`src/rtl/core/skm_pkg.sv`:
```
// ============================================================================
// skm_pkg
// Shared types and constants of the sequential k-means clusterer.
// ============================================================================
package skm_pkg;

    localparam int MAX_POINTS   = 1024;
    localparam int MAX_DIMS     = 8;
    localparam int MAX_CLUSTERS = 8;
    localparam int COORD_BITS   = 16;

    localparam int PT_BITS   = $clog2(MAX_POINTS);
    localparam int DIM_BITS  = $clog2(MAX_DIMS);
    localparam int CL_BITS   = $clog2(MAX_CLUSTERS);
    localparam int CNT_BITS  = PT_BITS + 1;
    localparam int LAB_BITS  = CL_BITS + 1;
    localparam int CFG_BITS  = 11;

    // Multiplier operands, product, and the dividend of a mean update.
    localparam int OPND_BITS = COORD_BITS + 2;
    localparam int PROD_BITS = 2 * OPND_BITS;
    localparam int NUM_BITS  = COORD_BITS + CNT_BITS + 2;
    localparam int QCNT_BITS = $clog2(NUM_BITS + 1);
    localparam int SQ_BITS   = 2 * COORD_BITS + 1;
    localparam int SUM_BITS  = SQ_BITS + DIM_BITS;

    localparam logic [LAB_BITS-1:0] UNASSIGNED = LAB_BITS'(MAX_CLUSTERS);

    typedef enum logic [1:0] {
        ACT_LOAD       = 2'd0,
        ACT_RUN        = 2'd1,
        ACT_READ_LABEL = 2'd2,
        ACT_READ_MEAN  = 2'd3
    } t_action;

    typedef enum logic [1:0] {
        CFG_DIMS       = 2'd0,
        CFG_CLUSTERS   = 2'd1,
        CFG_POINTS     = 2'd2,
        CFG_MAX_PASSES = 2'd3
    } t_cfg_idx;

    typedef struct packed {
        logic [1:0]                   action;
        logic [PT_BITS-1:0]           point_index;
        logic [DIM_BITS-1:0]          dim_index;
        logic [CL_BITS-1:0]           cluster_index;
        logic signed [COORD_BITS-1:0] coord;
    } t_in_item;

    typedef struct packed {
        logic [LAB_BITS-1:0]          label;
        logic signed [COORD_BITS-1:0] mean_value;
        logic [CNT_BITS-1:0]          member_count;
        logic [7:0]                   passes_done;
        logic                         converged;
    } t_out_item;

    typedef struct packed {
        logic signed [OPND_BITS-1:0] mul_a;
        logic signed [OPND_BITS-1:0] mul_b;
        logic                        div_go;
        logic signed [NUM_BITS-1:0]  div_num;
        logic [CNT_BITS-1:0]         div_den;
    } t_arith_req;

    typedef struct packed {
        logic signed [PROD_BITS-1:0] prod;
        logic                        div_done;
        logic signed [NUM_BITS-1:0]  quot;
    } t_arith_rsp;

endpackage

```
`src/rtl/core/skm_arith.sv`:
```
// ============================================================================
// skm_arith
// Shared arithmetic unit: a registered signed multiplier and a restoring
// divider that produces one quotient bit a cycle, truncating toward zero.
// ============================================================================
module skm_arith (
    input  logic                i_clk,
    input  logic                i_rst_n,
    input  skm_pkg::t_arith_req i_req,
    output skm_pkg::t_arith_rsp o_rsp
);
    localparam int NB = skm_pkg::NUM_BITS;
    localparam int DB = skm_pkg::CNT_BITS;

    logic signed [skm_pkg::PROD_BITS-1:0] r_prod;
    logic [NB-1:0]                        r_quo;
    logic [DB-1:0]                        r_rem;
    logic [DB-1:0]                        r_den;
    logic                                 r_neg;
    logic                                 r_busy;
    logic                                 r_done;
    logic [skm_pkg::QCNT_BITS-1:0]        r_cnt;

    logic [DB:0]   shifted;
    logic [DB:0]   trial;
    logic          fits;
    logic [NB-1:0] mag;

    assign shifted = {r_rem, r_quo[NB-1]};
    assign trial   = shifted - {1'b0, r_den};
    assign fits    = (shifted >= {1'b0, r_den});
    assign mag     = i_req.div_num[NB-1] ? NB'(-i_req.div_num) : NB'(i_req.div_num);

    always_ff @(posedge i_clk) begin
        r_prod <= i_req.mul_a * i_req.mul_b;
    end

    always_ff @(posedge i_clk) begin
        if (!i_rst_n) begin
            r_busy <= 1'b0;
            r_done <= 1'b0;
            r_cnt  <= '0;
        end else begin
            r_done <= 1'b0;
            if (i_req.div_go) begin
                r_busy <= 1'b1;
                r_cnt  <= skm_pkg::QCNT_BITS'(NB);
                r_quo  <= mag;
                r_rem  <= '0;
                r_den  <= i_req.div_den;
                r_neg  <= i_req.div_num[NB-1];
            end else if (r_busy) begin
                r_rem <= fits ? trial[DB-1:0] : shifted[DB-1:0];
                r_quo <= {r_quo[NB-2:0], fits};
                r_cnt <= r_cnt - 1'b1;
                if (r_cnt == skm_pkg::QCNT_BITS'(1)) begin
                    r_busy <= 1'b0;
                    r_done <= 1'b1;
                end
            end
        end
    end

    assign o_rsp.prod     = r_prod;
    assign o_rsp.div_done = r_done;
    assign o_rsp.quot     = r_neg ? -$signed(r_quo) : $signed(r_quo);
endmodule

```
`config.mk`:
```
export PLATFORM = sky130hd
export DESIGN_NAME = skm_arith
export DESIGN_NICKNAME = d
export VERILOG_FILES = /design/src/rtl/core/skm_pkg.sv /design/src/rtl/core/skm_arith.sv
export SDC_FILE = /design/constraint.sdc
export NUM_CORES = 1
export LEC_CHECK = 0
export BUFFER_PORTS_ARGS = -buffer_cell sky130_fd_sc_hd__buf_2
export CAP_MARGIN = 5
export CORE_ASPECT_RATIO = 1.4
export CORE_MARGIN = 2
export CORE_UTILIZATION = 40
export DETAILED_ROUTE_END_ITERATION = 8
export GPL_ROUTABILITY_DRIVEN = 0
export GPL_TIMING_DRIVEN = 1
export HOLD_SLACK_MARGIN = 0.06
export PLACE_DENSITY = 0.59
export SLEW_MARGIN = 30
export SYNTH_ARGS = -nofsm -noshare
export SYNTH_HDL_FRONTEND = slang
export SYNTH_SLANG_ARGS = --single-unit
export TNS_END_PERCENT = 50
```
`constraint.sdc`:
```
create_clock -name i_clk -period 24.7 [get_ports i_clk]
set_clock_uncertainty 0.15 [all_clocks]
set_input_delay 7.41 -clock i_clk [delete_from_list [all_inputs] [get_ports i_clk]]
set_output_delay 7.41 -clock i_clk [all_outputs]
set_load 0.01 [all_outputs]
```
==> run_results.csv, run 1 <==
group,metric,value,unit
status,status,"finished clean",
setup_path,critPathCaptureType,"flop",
detailed_routing,vias,12200,
placement,portBuffers,144,
sta,final_hold_viol_count,0,
logic_synthesis,synth_xor_area_frac,0.0515,
die,start_util,0.404,
logic_synthesis,synthMuxAreaShare,0.0132,
final_layout,final_nets,2433,
cts,cts.sinks,95,
final_layout,fillerInstances,4199,
die,pin_count,145,
cts,cts_setup_buffers,0,
logic_synthesis,netlist_area,17000,um2
cts,cts_buffer_depth,2,
logic_synthesis,synthSimpleGateAreaFrac,0.149,
logic_synthesis,ys.flop_type,"edfxtp_1",
sta,timing.setup.tns,0,ns
cts,cts_buffers,9,
logic_synthesis,synth_cell_types,61,
logic_synthesis,yosys_warnings,0,
logic_synthesis,synthAdderAreaFrac,0.468,
logic_synthesis,synth_compound_area_frac,0.0649,
final_layout,area.growth.synth_to_final,9.05,%
sta,setup_viol,0,
setup_path,cpMaxStageDelayCell,"a2111oi_0",
sta,fmax,68.7,MHz
grt,grt_pass1_wl,69800,um
placement,hpwl,34700,um
logic_synthesis,synth_edf_count,52,
sta,worst_pin_slew,0.959,ns
cts,ctsResizeCount,0,
die,rows,89,
die,core_area,42100,um2
sta,fin_crit,14.57,ns
cts,cts_tree,"done",
detailed_routing,wl_per_cell,17.0,um
setup_path,crit_top_cell,"inv_1",
grt,antenna_found_initial,1,
setup_path,required,24.86,ns
sta,final_max_slew_viol_count,0,
die,dieArea,44200,um2
setup_path,critPathMaxStageDelay,0.76,ns
setup_path,path_class,"in -> reg",
setup_path,startpoint_type,"input pin",
detailed_routing,wirelength,41900,um
sta,whs,0.379,ns
detailed_routing,firstDrtPassIters,5,
grt,grt_usage,0.204,
logic_synthesis,ys_seq_area_frac,0.143,
final_layout,drive_gt1_frac,0.0999,
logic_synthesis,netlist_instances,1819,
setup_path,cp.arrival,14.73,ns
grt,grt-ovfl-total,0,
final_layout,diodes,0,
setup_path,crit_family,"adder cells",
final_layout,seq_area,2420,um2
setup_path,path_buf_inv,8,
setup_path,crit_chain,"buf_2 -> nand2_1 -> inv_1 -> fa_1 -> inv_1 -> fa_1 -> inv_1 -> ha_1 -> inv_1 -> fa_1 -> inv_1 -> fa_1 -> inv_1 -> fa_1 -> inv_1 -> ha_1 -> a21o_1 -> a2111oi_0 -> o2111ai_1 -> a41oi_1 -> o21ai_0 -> a21oi_1 -> xnor2_1",
cts,cts-root-buf,"clkbuf_16",
logic_synthesis,synth_top_family_by_area,"adder cells",
setup_path,crit_path_max_fanout,18,
min_path,holdCritPathClass,"reg -> reg",
final_layout,multi_input_area,12700,um2
cts,cts-hold-fix-buffers,0,
logic_synthesis,synth_fp_nets,2336,
grt,grt_max_degree,61,
cts,cts.reportedPaths.clkPinSlew,0.09,ns
sta,fin_crit_sh,0.590,
sta,slew_headroom,0.361,
detailed_routing,drtAntennaViolNets,0,
logic_synthesis,ys_ff_latch,95,
logic_synthesis,synthArstFlopShare,0,
detailed_routing,viasPerCell,4.94,
flow_run,max_cap_viol_count,0,
detailed_routing,drt_iter0_markers,491,
logic_synthesis,syn_area_per_cell,9.34,um2
cts,htreeDepth,3,
die,dieWidth,178,um
detailed_routing,drc_errors,0,
sta,rsz0062_at_grt,"false",
cts,clk-insertion-delay-late,0.39,ns
die,die_height,248,um
grt,grt_pass1_vias,13600,
[flip-flops by register name, summed over array words and instances, names as in the netlist]
| register | count |
|---|---|
| r_prod | 36 |
| r_quo | 29 |
| r_den | 11 |
| r_rem | 11 |
| r_cnt | 5 |
| r_busy | 1 |
| r_done | 1 |
| r_neg | 1 |
[per-stage QoR]
| step | utilization | setup WS (ns) | instance area, um2 | cells |
|---|---|---|---|---|
| 4_1_cts | 0.440 | 10.18 | 18500 | 2467 |
| 2_1_floorplan | - | 11.27 | 17000 | 1819 |
| 3_3_place_gp | 0.432 | 9.72 | 18200 | 2450 |
| 6_report | 0.440 | 10.13 | 18500 | 2467 |
| 3_5_place_dp | 0.433 | 9.79 | 18200 | 2451 |
| 5_1_grt | 0.440 | 9.82 | 18500 | 2467 |
[worst min-delay path: stages, from the launching register on]
cell,delay [ns]
dfxtp_1,0.33
nor2_1,0.10
a2111oi_0,0.06
[final cells by class]
| type | count | share of cell area |
|---|---|---|
| clock buffers | 9 | 0.0122 |
| clock inverters | 7 | 0.00439 |
| inverters | 434 | 0.0879 |
| multi-input cells | 1226 | 0.686 |
| flip-flops and latches | 95 | 0.131 |
| well taps | 546 | 0.0369 |
| repair buffers | 150 | 0.0424 |
[layer usage]
metal | up-vias | global-route usage | share of wire
met2 | 294 | 0.390 | 0.54
met5 | - | 0 | 0
met4 | 0 | 0.0827 | 0.042
li1 | 5685 | - | -
met3 | 72 | 0.0267 | 0.043
met1 | 6131 | 0.226 | 0.38
[Yosys cell counts, drive strengths merged (18+ instances only)]
master  instances  share of area
edfxtp         52          0.092
inv           434          0.096
xnor2          68          0.035
dfxtp          43          0.051
xor2           32          0.016
ha            108          0.080
and2          167          0.061
nand2         183          0.040
o21ai          41          0.012
clkbuf         60          0.013
nor2           58          0.013
fa            330           0.39
a21oi          48          0.014
nor3           18         0.0053
[layout by cell type, fill, tap and decap left out, drive strengths merged, types with 9 or more instances in the layout]
master  synthesis  final
inv           434    438
fa            330    330
nand2         183    183
and2          167    167
buf             4    150
ha            108    108
xnor2          68     68
nor2           58     58
edfxtp         52     52
a21oi          48     48
dfxtp          43     43
o21ai          41     41
xor2           32     32
nor3           18     18
nand2b         14     14
a21o           13     13
o31ai          12     12
mux2           11     11
or3            11     11
mux2i          10     10
nor2b           9      9
clkbuf         60      9
[worst paths after layout]
| kind | start | end | slack, ns | cells past startpoint |
|---|---|---|---|---|
| worst max-delay path | i_req[76] | r_prod[34] | 10.13 | 23 |
| worst min-delay path | r_cnt[1] | r_cnt[1] | 0.38 | 2 |
| worst max register to register | r_quo[28] | r_rem[9] | 21.42 | 11 |
| worst min register to register | r_cnt[1] | r_cnt[1] | 0.38 | 2 |
[cells by family after synthesis]
family | after synthesis
XOR/XNOR | 100
flip-flops | 95
buffers and inverters | 498
multiplexers | 21
AND/OR/NAND/NOR | 498
AO/OA/AOI/OAI | 169
adder cells (fa/ha/maj) | 438
Power of run 1 is not shown: default switching activity piles up to over one toggle a cycle in this logic, so the estimate is an artifact.
==> run 2: changes to the inputs <==
--- a/config.mk
+++ b/config.mk
@@ -5,6 +5,7 @@
 export SDC_FILE = /design/constraint.sdc
 export NUM_CORES = 1
 export LEC_CHECK = 0
+export ABC_AREA = 1
 export BUFFER_PORTS_ARGS = -buffer_cell sky130_fd_sc_hd__buf_2
 export CAP_MARGIN = 5
 export CORE_ASPECT_RATIO = 1.4
==> constraint.sdc (replaced) <==
create_clock -name i_clk -period 14.2 [get_ports i_clk]
set_clock_uncertainty 0.15 [all_clocks]
set_input_delay 4.26 -clock i_clk [delete_from_list [all_inputs] [get_ports i_clk]]
set_output_delay 4.26 -clock i_clk [all_outputs]
set_load 0.01 [all_outputs]
==> run_results.csv, run 2 <==
group,metric,value,unit
status,status,"finished clean",
final_layout,final_nets,3120,
final_layout,final_common_cell,"inv_1",
cts,htreeDepth,3,
logic_synthesis,yosys.area.top_type_share,0.351,
final_layout,largest_reg_flops,36,
logic_synthesis,synth_most_common_cell,"inv_1",
logic_synthesis,ys.flop_type,"edfxtp_1",
die,dieWidth,187,um
detailed_routing,viasPerCell,4.90,
final_layout,fillerInstances,4847,
logic_synthesis,synth_cell_types,42,
sta,final_max_slew_viol_count,0,
sta,final_hold_viol_count,0,
die,core_area,46700,um2
cts,cts.sinks,95,
sta,setup_viol,0,
flow_run,max_cap_viol_count,0,
logic_synthesis,netlist_instances,2533,
grt,grt_pass1_wl,86300,um
min_path,holdCritPathClass,"reg -> reg",
cts,cts_buffers,9,
grt,antenna_found_initial,0,
setup_path,required,14.31,ns
final_layout,reg_top3,"r_prod x36, r_quo x29",
logic_synthesis,yosys_warnings,0,
logic_synthesis,synth_compound_area_frac,0.0405,
final_layout,drive_gt1_frac,0.0771,
die,dieArea,48800,um2
cts,cts_setup_buffers,0,
detailed_routing,drt_iter0_markers,792,
logic_synthesis,synthTopCellsByArea,"fa_1, inv_1, nand2_1, edfxtp_1, ha_1",
detailed_routing,drtAntennaViolNets,0,
logic_synthesis,ys_ff_latch,95,
logic_synthesis,ys_top_cells_by_count,"inv_1, nand2_1, fa_1",
logic_synthesis,synth_top_family_by_area,"adder cells",
sta,slew_headroom,0.479,
logic_synthesis,syn_area_per_cell,7.43,um2
sta,rsz0062_at_grt,"false",
sta,fin_crit,9.99,ns
cts,cts_buffer_depth,2,
detailed_routing,wirelength,52400,um
setup_path,critPathCaptureType,"flop",
detailed_routing,drc_errors,0,
logic_synthesis,synthSimpleGateAreaFrac,0.215,
die,start_util,0.403,
cts,cts.reportedPaths.clkPinSlew,0.07,ns
die,die_height,261,um
die,rows,94,
placement,portBuffers,144,
die,pin_count,145,
cts,clk-insertion-delay-late,0.36,ns
logic_synthesis,synthMuxAreaShare,0,
logic_synthesis,synth_fp_nets,3050,
detailed_routing,wl_per_cell,16.2,um
sta,timing.setup.tns,0,ns
logic_synthesis,synth_top_area_cell,"fa_1",
logic_synthesis,synth_edf_count,52,
logic_synthesis,synthAdderAreaFrac,0.423,
cts,cts-root-buf,"clkbuf_16",
cts,cts-hold-fix-buffers,0,
setup_path,path_class,"in -> reg",
setup_path,cp.arrival,10.10,ns
final_layout,area.growth.synth_to_final,7.87,%
grt,grt_usage,0.225,
grt,grt-ovfl-total,0,
final_layout,final_core_util,0.435,
logic_synthesis,synthArstFlopShare,0,
sta,whs,0.329,ns
grt,grt_pass1_vias,17300,
setup_path,startpoint_type,"input pin",
logic_synthesis,synth_xor_area_frac,0.0307,
cts,cts_tree,"done",
sta,fmax,100,MHz
logic_synthesis,netlist_area,18800,um2
final_layout,layout_common_cells,"inv_1, nand2_1, fa_1",
logic_synthesis,ys_seq_area_frac,0.129,
detailed_routing,vias,15800,
detailed_routing,firstDrtPassIters,7,
sta,worst_pin_slew,0.781,ns
final_layout,largest_register,"r_prod",
sta,fin_crit_sh,0.703,
grt,grt_max_degree,45,
cts,ctsResizeCount,0,
placement,hpwl,43900,um
setup_path,crit_path_max_fanout,18,
[run 2: changes by cell type after synthesis, sizes merged, moves of 13 or more]
cell    before  now
nand3        6   80
nand2b      14    0
nand4        3   27
nand2      183  665
xor2        32   51
xnor2       68   15
o21ai       41   54
inv        434  721
buf          4   19
and2       167    1
nor2        58  182
[run 2: final timing paths]
kind / startpoint / depth (start not counted) / slack (ns) / to
setup / recovery: i_req[44] / 22 / 4.21 / r_prod[34]
hold / removal: r_cnt[4] / 2 / 0.33 / r_cnt[4]
setup reg to reg: r_quo[28] / 11 / 11.77 / r_rem[1]
hold reg to reg: r_cnt[4] / 2 / 0.33 / r_cnt[4]
[run 2: through the flow]
| stage | setup slack (ns) | area [um2] | std cells |
|---|---|---|---|
| after global placement | 3.87 | 20000 | 3216 |
| after global routing | 3.80 | 20300 | 3232 |
| final | 4.21 | 20300 | 3233 |
| after CTS | 4.16 | 20300 | 3232 |
| after detailed placement | 3.81 | 20000 | 3216 |
| after floorplan | 4.18 | 18800 | 2533 |
[run 2: metal layers]
layer | wire (um) | part of all wire | track usage | vias to the layer above
li1 | - | - | - | 7448
met1 | 18100 | 0.35 | 0.221 | 7799
met2 | 28900 | 0.55 | 0.449 | 419
met3 | 1670 | 0.032 | 0.0179 | 167
met4 | 3690 | 0.070 | 0.147 | 0
met5 | 0 | 0 | 0 | -
[run 2: cells by family after synthesis]
kind of cell | after synthesis
simple gates | 985
buf+inv | 811
fa+ha+maj | 438
compound gates | 138
flops | 95
xor+xnor | 66
[run 2: cell type report]
type	count	area (um2)	share of cell area
clock inverters	5	38.8	0.00191
well taps	624	781	0.0384
inverters	724	2720	0.134
diodes	1	2.50	0.000123
clock buffers	11	264	0.0130
repair buffers	146	736	0.0362
flip-flops and latches	95	2420	0.119
multi-input cells	1627	13300	0.657
[run 2: worst max-delay path, stage by stage]
cell and delay [ns]:
buf_2 0.32, nand2_1 0.22, fa_1 0.64, inv_1 0.14
fa_1 0.87, inv_1 0.19, fa_1 0.57, inv_1 0.05
fa_1 0.47, fa_1 0.54, inv_1 0.05, fa_1 0.53
inv_1 0.04, ha_1 0.35, a21oi_1 0.21, o21ai_0 0.14
nand2_1 0.08, nand2_1 0.05, a21oi_1 0.17, nand2_1 0.08
nand2_1 0.06, nand2_1 0.04
Power of run 2 is left out for the same reason.
